`config.mk`:
```
export PLATFORM = sky130hd
export DESIGN_NAME = double_ended_queue_with_search
export DESIGN_NICKNAME = d
export VERILOG_FILES = /design/src/rtl/dq_pkg.sv /design/src/rtl/double_ended_queue_with_search.sv /design/src/rtl/dq_mem.sv /design/src/rtl/dq_ctrl.sv
export SDC_FILE = /design/constraint.sdc
export NUM_CORES = 2
export LEC_CHECK = 0
export BUFFER_PORTS_ARGS = -buffer_cell sky130_fd_sc_hd__buf_2
export CAP_MARGIN = 30
export CORE_ASPECT_RATIO = 2
export CORE_UTILIZATION = 40
export DETAILED_ROUTE_END_ITERATION = 10
export PLACE_DENSITY = 0.62
export SLEW_MARGIN = 40
export SYNTH_ARGS = -nofsm -noshare
export SYNTH_HDL_FRONTEND = slang
export SYNTH_HIERARCHICAL = 1
export SYNTH_SLANG_ARGS = --single-unit
```
`constraint.sdc`:
```
create_clock -name clk -period 8.9 [get_ports clk]
set_clock_uncertainty 0.1 [all_clocks]
set_input_delay 2.225 -clock clk [delete_from_list [all_inputs] [get_ports clk]]
set_output_delay 2.225 -clock clk [all_outputs]
set_load 0.05 [all_outputs]
```
`src/rtl/dq_pkg.sv`:
```
`timescale 1ns / 1ps

package dq_pkg;

  localparam int DEPTH  = 64;
  localparam int PTR_W  = $clog2(DEPTH);
  localparam int CNT_W  = PTR_W + 1;
  localparam int DATA_W = 32;
  localparam int POS_W  = 8;
  localparam int KIND_W = 3;
  localparam int STAT_W = 2;

  typedef enum logic [KIND_W-1:0] {
    KIND_PUSH_FRONT = 3'd0,
    KIND_PUSH_BACK  = 3'd1,
    KIND_POP_FRONT  = 3'd2,
    KIND_POP_BACK   = 3'd3,
    KIND_FIND       = 3'd4,
    KIND_READ_POS   = 3'd5
  } kind_t;

  typedef enum logic [STAT_W-1:0] {
    STAT_OK   = 2'd0,
    STAT_MISS = 2'd1,
    STAT_FULL = 2'd2
  } status_t;

  typedef enum logic [2:0] {
    ST_IDLE,
    ST_SCAN,
    ST_RD_ADDR,
    ST_RD_DATA,
    ST_RESP
  } state_t;

  typedef struct packed {
    logic              we;
    logic [PTR_W-1:0]  waddr;
    logic [DATA_W-1:0] wdata;
    logic [PTR_W-1:0]  raddr;
  } mem_req_t;

endpackage

```
`src/rtl/double_ended_queue_with_search.sv`:
```
`timescale 1ns / 1ps

// Bounded double-ended queue of 64 signed 32-bit values with linear search.
// Input channel in_*: one item per operation. in_tuser carries the operation
// (push front, push back, pop front, pop back, find value, read position);
// in_tdata carries the value and the 1-based position.
// Result channel out_*: exactly one item per input item, in order. out_tuser
// carries the status (ok, not found or empty, full); out_tdata carries the
// value read and the 1-based position of the first match.
// Items are worked on one at a time; in_tready is high only between items.
// Pushes, pops, unused kinds, finds on an empty queue and reads out of range
// go from acceptance straight to the result state; a position read in range
// passes through memory address, registered read and result states.
// A find walks the stored entries one per cycle through the single memory
// read port and one comparator, and stops early at the first match.
// The next item is accepted only once the previous result has moved to
// the output register. The result sits in an output register;
// the next item is accepted while it waits, but its own result is held until
// the receiver takes the previous. Reset empties the queue (head and count to
// zero); no clearing pass is run.
module double_ended_queue_with_search (
  input  logic        clk,
  input  logic        rst_n,
  input  logic        in_tvalid,
  output logic        in_tready,
  input  logic [39:0] in_tdata,   // value [31:0], position [39:32]
  input  logic [2:0]  in_tuser,   // kind [2:0]
  output logic        out_tvalid,
  input  logic        out_tready,
  output logic [39:0] out_tdata,  // result_value [31:0], result_position [38:32], zero [39]
  output logic [1:0]  out_tuser   // status [1:0]
);

  dq_pkg::mem_req_t          mem_req;
  logic [dq_pkg::DATA_W-1:0] mem_rdata;
  dq_pkg::status_t           out_status;
  logic [dq_pkg::DATA_W-1:0] out_value;
  logic [dq_pkg::CNT_W-1:0]  out_pos;

  dq_ctrl u_ctrl (
    .clk        (clk),
    .rst_n      (rst_n),
    .in_vld     (in_tvalid),
    .in_rdy     (in_tready),
    .in_kind    (dq_pkg::kind_t'(in_tuser)),
    .in_value   (in_tdata[31:0]),
    .in_pos     (in_tdata[39:32]),
    .out_vld    (out_tvalid),
    .out_rdy    (out_tready),
    .out_status (out_status),
    .out_value  (out_value),
    .out_pos    (out_pos),
    .mem_req    (mem_req),
    .mem_rdata  (mem_rdata)
  );

  dq_mem u_mem (
    .clk   (clk),
    .req   (mem_req),
    .rdata (mem_rdata)
  );

  assign out_tdata = {1'b0, out_pos, out_value};
  assign out_tuser = out_status;

endmodule

```
`src/rtl/dq_mem.sv`:
```
`timescale 1ns / 1ps

module dq_mem (
  input  logic                      clk,
  input  dq_pkg::mem_req_t          req,
  output logic [dq_pkg::DATA_W-1:0] rdata
);

  logic [dq_pkg::DATA_W-1:0] mem [dq_pkg::DEPTH];
  logic [dq_pkg::DATA_W-1:0] rdata_r;

  always_ff @(posedge clk) begin
    if (req.we) begin
      mem[req.waddr] <= req.wdata;
    end
    rdata_r <= mem[req.raddr];
  end

  assign rdata = rdata_r;

endmodule

```
`src/rtl/dq_ctrl.sv`:
```
`timescale 1ns / 1ps

module dq_ctrl (
  input  logic                      clk,
  input  logic                      rst_n,
  input  logic                      in_vld,
  output logic                      in_rdy,
  input  dq_pkg::kind_t             in_kind,
  input  logic [dq_pkg::DATA_W-1:0] in_value,
  input  logic [dq_pkg::POS_W-1:0]  in_pos,
  output logic                      out_vld,
  input  logic                      out_rdy,
  output dq_pkg::status_t           out_status,
  output logic [dq_pkg::DATA_W-1:0] out_value,
  output logic [dq_pkg::CNT_W-1:0]  out_pos,
  output dq_pkg::mem_req_t          mem_req,
  input  logic [dq_pkg::DATA_W-1:0] mem_rdata
);

  dq_pkg::state_t            state_r, state_nxt;
  logic [dq_pkg::PTR_W-1:0]  head_r, head_nxt;
  logic [dq_pkg::CNT_W-1:0]  count_r, count_nxt;
  logic [dq_pkg::CNT_W-1:0]  scan_idx_r, scan_idx_nxt;
  logic                      cmp_vld_r, cmp_vld_nxt;
  logic [dq_pkg::CNT_W-1:0]  cmp_pos_r, cmp_pos_nxt;
  logic [dq_pkg::DATA_W-1:0] value_r, value_nxt;
  logic [dq_pkg::POS_W-1:0]  pos_r, pos_nxt;
  dq_pkg::status_t           res_status_r, res_status_nxt;
  logic [dq_pkg::DATA_W-1:0] res_val_r, res_val_nxt;
  logic [dq_pkg::CNT_W-1:0]  res_pos_r, res_pos_nxt;
  logic                      out_vld_r, out_vld_nxt;
  dq_pkg::status_t           out_status_r;
  logic [dq_pkg::DATA_W-1:0] out_val_r;
  logic [dq_pkg::CNT_W-1:0]  out_pos_r;

  logic                      accept;
  logic                      full;
  logic                      empty;
  logic                      pos_ok;
  logic                      issue;
  logic                      hit;
  logic                      slot_free;
  logic                      is_push;
  logic [dq_pkg::PTR_W-1:0]  offset;
  logic [dq_pkg::PTR_W-1:0]  slot;

  assign in_rdy    = (state_r == dq_pkg::ST_IDLE);
  assign accept    = in_vld && in_rdy;
  assign full      = (count_r == dq_pkg::CNT_W'(dq_pkg::DEPTH));
  assign empty     = (count_r == '0);
  assign pos_ok    = (in_pos != '0) && (in_pos <= dq_pkg::POS_W'(count_r));
  assign issue     = (scan_idx_r < count_r);
  assign hit       = cmp_vld_r && (mem_rdata == value_r);
  assign slot_free = !out_vld_r || out_rdy;
  assign is_push   = (in_kind == dq_pkg::KIND_PUSH_FRONT) ||
                     (in_kind == dq_pkg::KIND_PUSH_BACK);

  // Shared address unit: every memory access goes through head + offset
  always_comb begin
    unique case (state_r)
      dq_pkg::ST_IDLE:    offset = (in_kind == dq_pkg::KIND_PUSH_FRONT) ?
                                   '1 : count_r[dq_pkg::PTR_W-1:0];
      dq_pkg::ST_SCAN:    offset = scan_idx_r[dq_pkg::PTR_W-1:0];
      dq_pkg::ST_RD_ADDR: offset = dq_pkg::PTR_W'(pos_r - dq_pkg::POS_W'(1));
      default:            offset = '0;
    endcase
  end

  assign slot = head_r + offset;

  // Next state
  always_comb begin
    state_nxt = state_r;
    unique case (state_r)
      dq_pkg::ST_IDLE: begin
        if (accept) begin
          priority if (in_kind == dq_pkg::KIND_FIND && !empty) begin
            state_nxt = dq_pkg::ST_SCAN;
          end else if (in_kind == dq_pkg::KIND_READ_POS && pos_ok) begin
            state_nxt = dq_pkg::ST_RD_ADDR;
          end else begin
            state_nxt = dq_pkg::ST_RESP;
          end
        end
      end
      dq_pkg::ST_SCAN: begin
        if (hit || !issue) begin
          state_nxt = dq_pkg::ST_RESP;
        end
      end
      dq_pkg::ST_RD_ADDR: state_nxt = dq_pkg::ST_RD_DATA;
      dq_pkg::ST_RD_DATA: state_nxt = dq_pkg::ST_RESP;
      dq_pkg::ST_RESP: begin
        if (slot_free) begin
          state_nxt = dq_pkg::ST_IDLE;
        end
      end
      default: state_nxt = dq_pkg::ST_IDLE;
    endcase
  end

  // Outputs of the sequencer
  always_comb begin
    mem_req.we    = accept && is_push && !full;
    mem_req.waddr = slot;
    mem_req.wdata = in_value;
    mem_req.raddr = slot;
  end

  // Datapath next values
  always_comb begin
    head_nxt       = head_r;
    count_nxt      = count_r;
    scan_idx_nxt   = scan_idx_r;
    cmp_vld_nxt    = cmp_vld_r;
    cmp_pos_nxt    = cmp_pos_r;
    value_nxt      = value_r;
    pos_nxt        = pos_r;
    res_status_nxt = res_status_r;
    res_val_nxt    = res_val_r;
    res_pos_nxt    = res_pos_r;
    out_vld_nxt    = out_vld_r && !out_rdy;

    unique case (state_r)
      dq_pkg::ST_IDLE: begin
        if (accept) begin
          value_nxt      = in_value;
          pos_nxt        = in_pos;
          scan_idx_nxt   = '0;
          cmp_vld_nxt    = 1'b0;
          res_status_nxt = dq_pkg::STAT_OK;
          res_val_nxt    = '0;
          res_pos_nxt    = '0;
          unique case (in_kind)
            dq_pkg::KIND_PUSH_FRONT: begin
              if (full) begin
                res_status_nxt = dq_pkg::STAT_FULL;
              end else begin
                head_nxt  = slot;
                count_nxt = count_r + dq_pkg::CNT_W'(1);
              end
            end
            dq_pkg::KIND_PUSH_BACK: begin
              if (full) begin
                res_status_nxt = dq_pkg::STAT_FULL;
              end else begin
                count_nxt = count_r + dq_pkg::CNT_W'(1);
              end
            end
            dq_pkg::KIND_POP_FRONT: begin
              if (empty) begin
                res_status_nxt = dq_pkg::STAT_MISS;
              end else begin
                head_nxt  = head_r + dq_pkg::PTR_W'(1);
                count_nxt = count_r - dq_pkg::CNT_W'(1);
              end
            end
            dq_pkg::KIND_POP_BACK: begin
              if (empty) begin
                res_status_nxt = dq_pkg::STAT_MISS;
              end else begin
                count_nxt = count_r - dq_pkg::CNT_W'(1);
              end
            end
            dq_pkg::KIND_FIND: begin
              if (empty) begin
                res_status_nxt = dq_pkg::STAT_MISS;
              end
            end
            dq_pkg::KIND_READ_POS: begin
              if (!pos_ok) begin
                res_status_nxt = dq_pkg::STAT_MISS;
              end
            end
            default: ;
          endcase
        end
      end
      dq_pkg::ST_SCAN: begin
        // Issue one read a cycle and compare the entry fetched the cycle before
        if (issue) begin
          scan_idx_nxt = scan_idx_r + dq_pkg::CNT_W'(1);
        end
        cmp_vld_nxt = issue;
        cmp_pos_nxt = scan_idx_r + dq_pkg::CNT_W'(1);
        if (hit) begin
          res_status_nxt = dq_pkg::STAT_OK;
          res_pos_nxt    = cmp_pos_r;
        end else if (!issue) begin
          res_status_nxt = dq_pkg::STAT_MISS;
        end
      end
      dq_pkg::ST_RD_DATA: res_val_nxt = mem_rdata;
      dq_pkg::ST_RESP: begin
        if (slot_free) begin
          out_vld_nxt = 1'b1;
        end
      end
      default: ;
    endcase
  end

  always_ff @(posedge clk) begin
    if (!rst_n) begin
      state_r   <= dq_pkg::ST_IDLE;
      head_r    <= '0;
      count_r   <= '0;
      out_vld_r <= 1'b0;
      cmp_vld_r <= 1'b0;
    end else begin
      state_r   <= state_nxt;
      head_r    <= head_nxt;
      count_r   <= count_nxt;
      out_vld_r <= out_vld_nxt;
      cmp_vld_r <= cmp_vld_nxt;
    end
  end

  always_ff @(posedge clk) begin
    scan_idx_r   <= scan_idx_nxt;
    cmp_pos_r    <= cmp_pos_nxt;
    value_r      <= value_nxt;
    pos_r        <= pos_nxt;
    res_status_r <= res_status_nxt;
    res_val_r    <= res_val_nxt;
    res_pos_r    <= res_pos_nxt;
    if (state_r == dq_pkg::ST_RESP && slot_free) begin
      out_status_r <= res_status_r;
      out_val_r    <= res_val_r;
      out_pos_r    <= res_pos_r;
    end
  end

  assign out_vld    = out_vld_r;
  assign out_status = out_status_r;
  assign out_value  = out_val_r;
  assign out_pos    = out_pos_r;

endmodule

```
-- Yosys cells after proc, flatten, opt, wreduce, memory -nomap -nowiden
Memory sizes are Yosys's and may differ from the RTL's. A register that Yosys moved wholly into a read port is not among the register bits.
Cells that the tools add are included.
- memories kept: 1
- output and inout bits: 44
- flip-flop bits (word level): 152
- word-level logic and storage cells: 117
- RAM bits: 2048
- memory list (name ; depth ; bits a word ; read ports ; clocked after memory_dff ; write ports ; RTL line ; source):
    u_mem.mem ; 64 ; 32 ; 1 ; 1 ; 1 ; dq_mem.sv:9 ; logic [dq_pkg::DATA_W-1:0] mem [dq_pkg::DEPTH];
- reduce and logical (&&, ||, !) cells: 37
- mux-type cells: 35
- add/subtract/negate cells: 6
- magnitude comparators: 2
- equal/unequal tests: 21
- operators by type and width (cell ; count):
    32-bit one-hot mux with 2 select lines ; 1
    7-bit one-hot mux with 2 select lines ; 3
    7-bit two-way mux ; 5
    32-bit == test ; 1
    32-bit two-way mux ; 1
    6-bit two-way mux ; 3
    6-bit one-hot mux with 3 select lines ; 1
    3-bit two-way mux ; 5
    3-bit one-hot mux with 5 select lines ; 1
    7-bit by 1-bit adder with 7-bit output (second input constant) ; 2
    3-bit by 2-bit == test with 1-bit output (second input constant) ; 4
    6-bit one-hot mux with 2 select lines ; 1
    3-bit AND reduction ; 4
    2-bit != test (second input constant) ; 5
    5-bit AND reduction ; 2
    3-bit == test (second input constant) ; 3
    1-bit logical AND ; 9
    8-bit by 7-bit <= comparator with 1-bit output ; 1
    2-bit two-way mux ; 4
    2-bit by 1-bit != test with 1-bit output (second input constant) ; 4
    2-bit nonzero test ; 4
    8-bit nonzero test ; 1
    7-bit == test (second input constant) ; 1
    7-bit zero test ; 1
    other kinds (17) ; 34

-- Longest topological paths before layout
- depth in word-level cells: 7
- mapped depth: 21

-- By module
The synthesis kept the hierarchy.
- modules (own cells, without submodules) (module ; area an instance (um2) ; instances ; cells each):
    dq_mem ; 78515.3 ; 1 ; 3324
    dq_ctrl ; 7045.5 ; 1 ; 546
    double_ended_queue_with_search ; 11.3 ; 1 ; 2

-- Worst setup path after synthesis
No wires, ideal clock.
- path kind: input to register
- from: in in_tuser[1]
- to: mem u_mem/mem[48][0] in the netlist's numbering, enable pin
- path slack: 1463 ps
- arrival time: 6876 ps
- buffers on the path: 2
- stages on the path: 15
- required time: 8339 ps
- cells stage by stage: nor3_1 nor3_1 nor3_1 a21oi_1 nor2_1 ha_1 a21oi_1 o21ai_0 a21o_1 a21oi_1 xnor2_1 buf_4 clkbuf_1 nand4b_1 nor3_1
- RTL lines (what ; RTL line ; source):
    start: declaration ; double_ended_queue_with_search.sv:27 ; input logic [2:0] in_tuser,
    end: declaration ; dq_mem.sv:9 ;

==> results.py <==
metrics = {
    "worst_setup_path": {
        "worstSetupPathType": "primary input to flop",
        "crit_arrival_ps": 7120,
        "crit_path_max_fanout": 17,
        "cp_top_family": "simple AND/OR/NAND/NOR gates",
        "path_cells": "buf_2, nor3_1, nor3_1, nor3_1, a21oi_1, nor2_1, ha_1, a21oi_1, o21ai_0, a21o_1, a21oi_1, xnor2_2, nand3b_1, nor2_4, buf_12",
        "critPathMaxStageDelay_ps": 850,
        "critPathCaptureType": "flop",
        "start_kind": "primary input",
        "worst_path_max_delay_cell": "nor2_4",
        "critPathBufInv": 2,
        "required_ps": 9310,
    },
    "clock_tree": {
        "clk_latency_ps": 840,
        "clkSlewWorstSetupHoldPaths_ps": 70,
        "clk_path_buf_depth": 4,
        "cts_root_buf": "clkbuf_16",
        "cts_made_buffers": 186,
        "ctsResizeCount": 0,
        "h-tree-depth": 4,
        "cts_tree": "done",
        "cts_hold_buf": 0,
        "clock_sinks": 2232,
        "post_cts_buffers": 0,
    },
    "place": {
        "gp_congestion": 0.850,
        "pre_cts_ws_ps": 1390,
        "numPortBuffers": 89,
        "hpwl_um": 138000,
    },
    "cells_and_area": {
        "multiInputGateArea_um2": 18300,
        "layout_common_cells": "edfxtp_1, mux4_2, clkbuf_16",
        "final_core_util_pct": 45.3,
        "syn2layout_area_growth_pct": 12.5,
        "final-seq-area_um2": 66500,
        "drive_gt1_share_pct": 27.0,
        "fin_nets": 4139,
        "layout_commonest_cell": "edfxtp_1",
        "nFillCells": 17500,
    },
    "drt": {
        "viasPerCell": 5.68,
        "vias": 39600,
        "wirelength_um": 213000,
        "drc": 46,
        "postRouteAntennaNets": 0,
        "wl_per_cell_um": 30.5,
        "drtIter0Drc": 3505,
        "drt_pre_antenna_iters": 10,
    },
    "logic_synthesis": {
        "yosysSeqAreaShare_pct": 77.7,
        "ys_seq_elements": 2232,
        "synthTopCellsByArea": "edfxtp_1, mux4_2, dfxtp_1",
        "ys_warn_count": 6,
        "synth_cell_types": 65,
        "syn-instance-count": 3872,
        "avgSynthCellArea_um2": 22.1,
        "netlist_area_um2": 85600,
        "synth_edf_count": 2182,
        "synth_nets": 3947,
        "ys.flop_type": "edfxtp_1",
        "yosys.area.top_type": "edfxtp_1",
        "synth_top_area_share_pct": 76.6,
        "async_flop_share_pct": 0,
    },
    "global_route": {
        "antenna_found_initial": 5,
        "grt_overflow": 0,
        "grt_usage_pct": 19.7,
        "grt_max_degree": 99,
        "grt_pass1_vias": 41200,
        "grt_pass1_wl_um": 303000,
    },
    "run": {
        "max-cap-violations": 0,
    },
    "die": {
        "core_um2": 212000,
        "die_y_um": 656,
        "initial_core_util_pct": 40.3,
        "die_w_um": 329,
        "row_count": 239,
        "pin_count": 91,
        "dieArea_um2": 216000,
    },
    "power_and_ir_drop": {
        "power.leakage_uw": 0.0292,
        "p_total_uw": 22500,
        "peakVddDrop_mv": 0.140,
        "p_per_area_nw_per_um2": 234,
    },
    "sta": {
        "setup_violations": 0,
        "timing.fmax_ghz": 0.149,
        "tightest_slew_ps": 907,
        "hold_violations": 0,
        "fin_ws_ps": 2190,
        "slew_headroom_pct": 39.4,
        "period_needed_ps": 6710,
        "rsz0062_at_grt": "false",
        "fin_crit_sh_pct": 75.4,
        "tns_ps": 0,
        "report.final.slew_viol_count": 0,
    },
    "status": {
        "outcome": "finished, violations left",
        "violations": "DRC",
    },
    "worst_hold_path": {
        "min_path_type": "flop to flop",
    },
}
## registers in the layout (all words and copies together) (netlist names), 7 cells and up
register	flops
u_ctrl/cmp_pos_r	7
u_ctrl/res_pos_r	7
u_ctrl/scan_idx_r	7
u_mem/rdata	32
u_ctrl/res_val_r	32
u_ctrl/value_r	32
u_ctrl/count_r	7
u_mem/mem	2048
u_ctrl/out_pos	7
u_ctrl/out_value	32
## synth_stat cells, types with 21 or more instances
cell type	n
o22ai_1	84
mux4_2	544
o221ai_1	28
nand2_1	53
buf_1	21
buf_2	60
dfxtp_1	50
ha_1	26
buf_4	65
mux2i_1	95
and2_1	41
xor2_1	41
nor2_1	159
a21oi_1	88
edfxtp_1	2182
nor2b_1	25
clkbuf_1	87
## layer usage
layer | share of wire [%] | track usage [%] | vias up
met5 | 0 | 0 | -
met1 | 34 | 21.0 | 21500
met2 | 57 | 38.0 | 1228
li1 | - | - | 16500
met4 | 5.2 | 9.15 | 0
met3 | 4.3 | 2.29 | 400
## power breakdown
| part | total (uW) | internal [uW] | switching [uW] |
|---|---|---|---|
| clock network | 7910 | 4250 | 3650 |
| registers | 11900 | 11700 | 210 |
| logic | 2720 | 1080 | 1630 |
| total | 22500 | 17000 | 5500 |
## kinds of logic after synthesis
| logic type | after synthesis | synth area share (%) |
|---|---|---|
| buf+inv | 256 | 1.54 |
| mux | 639 | 15.4 |
| other cells | 1 | 0.00438 |
| simple gates | 388 | 2.24 |
| compound gates | 278 | 2.11 |
| flops | 2232 | 77.7 |
| fa+ha+maj | 28 | 0.427 |
| xor+xnor | 50 | 0.512 |
## cell type report
cell class	count	area share, %
inverter	18	0.0728
multi-input combinational	1384	19.1
antenna	2	0.00520
clock buffer	246	5.27
timing repair buffer	242	2.23
tap	2771	3.60
sequential	2232	69.1
clock inverter	82	0.674
## worst paths after layout
path                                            from              endpoint  slack (ps)  depth (start not counted)
worst min register to register  u_ctrl/res_val_r[11]  u_ctrl/out_value[11]         320                          0
worst max register to register     u_ctrl/state_r[1]     u_mem/mem[42][21]        2520                         14
worst max-delay path                     in_tuser[0]     u_mem/mem[42][21]        2190                         15
worst min-delay path            u_ctrl/res_val_r[11]  u_ctrl/out_value[11]         320                          0
## through the flow
stage | std cells | cell area (um2) | hold WS [ps]
6_report | 6977 | 96300 | 319
5_1_grt | 6976 | 96300 | 324
4_1_cts | 6968 | 96100 | 317
3_5_place_dp | 6640 | 90400 | 305
3_3_place_gp | 6637 | 90300 | 301
2_1_floorplan | 3872 | 85600 | 300
Power figures use the tool's default switching activity.
